**config.mk**
```make
export PLATFORM = sky130hd
export DESIGN_NAME = bda_ram
export DESIGN_NICKNAME = d
export VERILOG_FILES = /design/src/bda_ram.sv
export SDC_FILE = /design/constraint.sdc
export NUM_CORES = 2
export LEC_CHECK = 0
export BUFFER_PORTS_ARGS = -buffer_cell sky130_fd_sc_hd__buf_4
export CORE_ASPECT_RATIO = 1.1
export CORE_UTILIZATION = 40
export DETAILED_ROUTE_END_ITERATION = 7
export HOLD_SLACK_MARGIN = 0.08
export PLACE_DENSITY = 0.56
export SLEW_MARGIN = 5
export SYNTH_ARGS = -nofsm -noshare
export SYNTH_HDL_FRONTEND = slang
export SYNTH_SLANG_ARGS = --single-unit
```
**constraint.sdc**
```tcl
create_clock -name aclk -period 3.3 [get_ports aclk]
set_input_delay 0.495 -clock aclk [delete_from_list [all_inputs] [get_ports aclk]]
set_output_delay 0.495 -clock aclk [all_outputs]
set_load 0.05 [all_outputs]
```
**src/bda_ram.sv**
```systemverilog
// ----------------------------------------------------------------------------
// bda_ram
// Generic single-write, single-read RAM with registered read data.
// ----------------------------------------------------------------------------
`default_nettype none

module bda_ram #(
    parameter int WIDTH = 16,
    parameter int DEPTH = 128,
    parameter int AW    = (DEPTH > 1) ? $clog2(DEPTH) : 1
) (
    input  wire logic             aclk,
    input  wire logic             we,
    input  wire logic [AW-1:0]    waddr,
    input  wire logic [WIDTH-1:0] wdata,
    input  wire logic [AW-1:0]    raddr,
    output logic      [WIDTH-1:0] rdata
);

    logic [WIDTH-1:0] mem [DEPTH];

    always_ff @(posedge aclk) begin
        if (we) begin
            mem[waddr] <= wdata;
        end
        rdata <= mem[raddr];
    end

endmodule

`default_nettype wire

```
== Yosys cells after proc, flatten, opt, wreduce, memory -nomap -nowiden ==
Memories as Yosys holds them, arrays and structs flattened. A register that Yosys moved wholly into a read port is not among the register bits.
Cells that the tools add are included.
Operators by class
  $add $sub $neg: 0
  multipliers: 0
  divide/modulo/power cells: 0
  $lt $le $gt $ge: 0
  equality and inequality tests: 0
  shift operators: 0
  multiplexer cells: 2
  bitwise gates (word level): 0
  reduce and logical (&&, ||, !) cells: 0
Operators by type and width (number)
  2-to-1 mux 1 bit: 2
Storage, ports and cells
  bits in registers: 0
  latch bits: 0
  memory bits (writable): 2048
  ROM bits: 0
  output and inout port bits: 16
  logic and storage cells: 3
  memories kept: 1
Memories
  mem: words 128, bits a word 16, read ports 1, clocked after memory_dff 1, wr ports 1, line 20  | logic [WIDTH-1:0] mem [DEPTH];

== Logic depth before layout (Yosys ltp) ==
  depth after elaboration: 2
  depth in mapped cells: 7
  depth with buffers taken out: 4

== Worst setup path after synthesis ==
No wires, ideal clock.
  path type: input to register
  start point: input raddr[0]
  end point: register rdata[0], read port of mem
  setup time: 121 ps
  data arrival time: 2869 ps
  path slack: 310 ps
  stages on the path: 6
  path buffers: 2
  cells stage by stage: buf_2 > buf_1 > mux4_2 > mux4_2 > mux4_2 > mux2_2
RTL lines
  start: declaration: line 16  | input wire logic [AW-1:0] raddr,
  end: declaration: line 17  | output logic [WIDTH-1:0] rdata

==> results.tsv <==
metric	value	unit
kind of critical path	primary input to flip-flop	
Hold Path Class	primary input to flip-flop	
Post-Syn Nets	3118	
PD cells	593	nW/um2
worst skew pair latency	0.83	ns
Synth Flop Type	edfxtp_1	
Residual DRC	0	
CTS clock-pin slew for the worst setup and hold paths	0.06	ns
GRT Util Overall	20.2	%
pre-CTS setup slack	-0.219	ns
CTS Root Cell	clkbuf_16	
Fmax achieved	0.378	GHz
hold_ws	0.167	ns
largest stage delay on the critical path	0.61	ns
GRT met1 Usage	27.0	%
share of layout cells above drive strength 1	36.8	%
fin nets	3512	
top-count cell post-synth	edfxtp_1	
Leakage Power	28.3	nW
Routed WL per cell	31.7	um
RePlAce Congestion	0.796	
I/O pins	48	
Synth Area per Inst	25.4	um2
peak supply drop	444	uV
antenna violations before repair	24	
Clock Sinks	2064	
#FFs+latches synth	2064	
Post-CTS Resized	0	
gr ovfl total	0	
H-tree Lvls	4	
hold path cells	1	
Final min period	2.65	ns
largest area contributor in the netlist	edfxtp_1	
vias per cell	5.68	
initial core utilization	40.3	%
Post-synth ARST share	0	%
internal reg-to-reg setup slack	0.75	ns
hold endpoint	mem[1][5]	
Final setup viols	0	
worst reg2reg startpoint	mem[101][11]	
Post-Synthesis Cells	3086	
die area	198000	um2
overall power	54.2	mW
critical path capture point type	flip-flop	
number of flops mapped to enable cells by yosys	2048	
Clock Tree Buf Depth	3	
CTS buffer count	190	
setup TNS	0	ns
Ys Warns	0	
most used cell, CP	mux4_2	
largest net degree at the start of global routing	96	
Core Region	195000	um2
RR Endpoint	rdata[11]	
crit path DAT	3.35	ns
vias in the first global route	36700	
placed cells	5867	
Netlist cell types	17	
DRT Wirelength	198000	um
GRT Max-Usage Layer	met2	
top cell type's share of synthesized area	78.3	%
hold path start	wdata[5]	
Via Count	35400	
Slowest cell on crit path	mux4_2	
first-pass GRT wire length	280000	um
maxcap violations	0	
final worst-path cycle share	80.2	%
Rows	170	
Final WS setup	0.653	ns
CP required	4.01	ns
slew at the pin with the worst max-slew slack	1.18	ns
synthesized area	78500	um2
GR Layer Usage met2	34.3	%
CTS tree	done	
Fin Clk Skew	0.0206	ns
I/O Buffers	47	
area delta synth->final	16.5	%
die outline width	424	um
RSZ-0062 raised after global routing	false	
Final Max Tran Viols	0	
most instantiated cells after synthesis	edfxtp_1, mux4_2, nor2_1	
starting DRC count in detailed routing	3894	
depth of the most critical reg-to-reg path	4	
Fin. Hold Viols	0	
Die Height	467	um
Synth area leaders	edfxtp_1, mux4_2, nor2_1	
outcome	finished clean	
Slew headroom	21.3	%
met3 usage	2.83	%
CP Cell Sequence	buf_8 -> buf_12 -> buf_12 -> mux4_2 -> mux4_2 -> mux4_2 -> mux2_2	
Final ANT Viol Nets	0	
router iterations before antenna repair	5	
Filler cells	15500	
HPWL after DPL	122000	um
critical path startpoint category	primary input	
critical path peak fanout	29	
sequential share of the synthesized area	78.7	%
Post-Layout Cell Count	6232	
[critical path: cells and delay by family]
kind,cells,cell delay (ns)
buffers and inverters,3,0.73
muxes,4,2.04
[layout make-up]
class	instances	area [um2]	area share (%)
tap	2580	3230	3.53
timing repair buffer	366	4080	4.46
antenna	10	25.0	0.0273
sequential	2064	61800	67.6
multi-input combinational	858	16100	17.5
clock inverter	126	1300	1.42
clock buffer	228	4990	5.46
[power breakdown]
part           total (mW)  switching, mW  internal [mW]  leakage (nW)
sequential           29.0          0.102           28.9          18.5
clock                22.1           9.51           12.6          3.07
combinational        3.03           1.79           1.24          6.73
total                54.2           11.4           42.8          28.3
[registers in the layout (all words and copies together) (netlist names)]
register / cells
rdata: 16
mem: 2048
[logic make-up after synthesis]
family | Yosys count | synth area share (%)
DFF | 2064 | 78.7
muxes | 688 | 19.5
and+or+nand+nor | 170 | 0.888
buffers and inverters | 164 | 0.881
[metrics by stage]
stage               utilization (%)  area [um2]
global placement               43.7       85200
finish                         46.9       91500
floorplan                         -       78500
global route                   46.9       91500
CTS                            46.9       91500
detailed placement             43.7       85200
[metal layers]
layer  part of all wire (%)  vias up  routed length (um)
li1                       -    14300                   -
met4                    2.8        2                5630
met1                     40    19600               79100
met2                     51     1261              101000
met3                    6.2      256               12200
met5                 0.0056        -                  11
[worst max-delay path by stage]
stage                            to  slack [ns]  cells after the start      from
final                     rdata[11]        0.65                      7  raddr[0]
after global routing      rdata[11]        0.63                      7  raddr[0]
after CTS                 rdata[15]        0.69                      7  raddr[0]
after detailed placement  rdata[11]       -0.22                      7  raddr[0]
after global placement    rdata[11]       -0.25                      7  raddr[0]
after floorplan            rdata[0]        0.31                      6  raddr[0]
[placed cells by master (no fill, tap or decap), drive strengths merged]
cell / Yosys / routed
nand2: 14 / 14
clkinv: 0 / 88
clkinvlp: 0 / 7
inv: 0 / 8
mux4: 672 / 672
nand3: 12 / 12
buf: 82 / 365
mux2: 16 / 16
dlygate4sd3: 0 / 1
clkbuf: 82 / 228
nor2: 122 / 122
nand2b: 2 / 2
edfxtp: 2048 / 2048
diode: 0 / 10
nor3: 9 / 9
dfxtp: 16 / 16
bufinv: 0 / 23
nand4: 3 / 3
nor2b: 7 / 7
or3: 1 / 1
[what timing repair did]
action / in CTS / in global routing
buffers inserted: 0 / 0
endpoints found under the hold margin: 16 / 0
hold buffers: 1 / 0
Power figures use the tool's default switching activity.
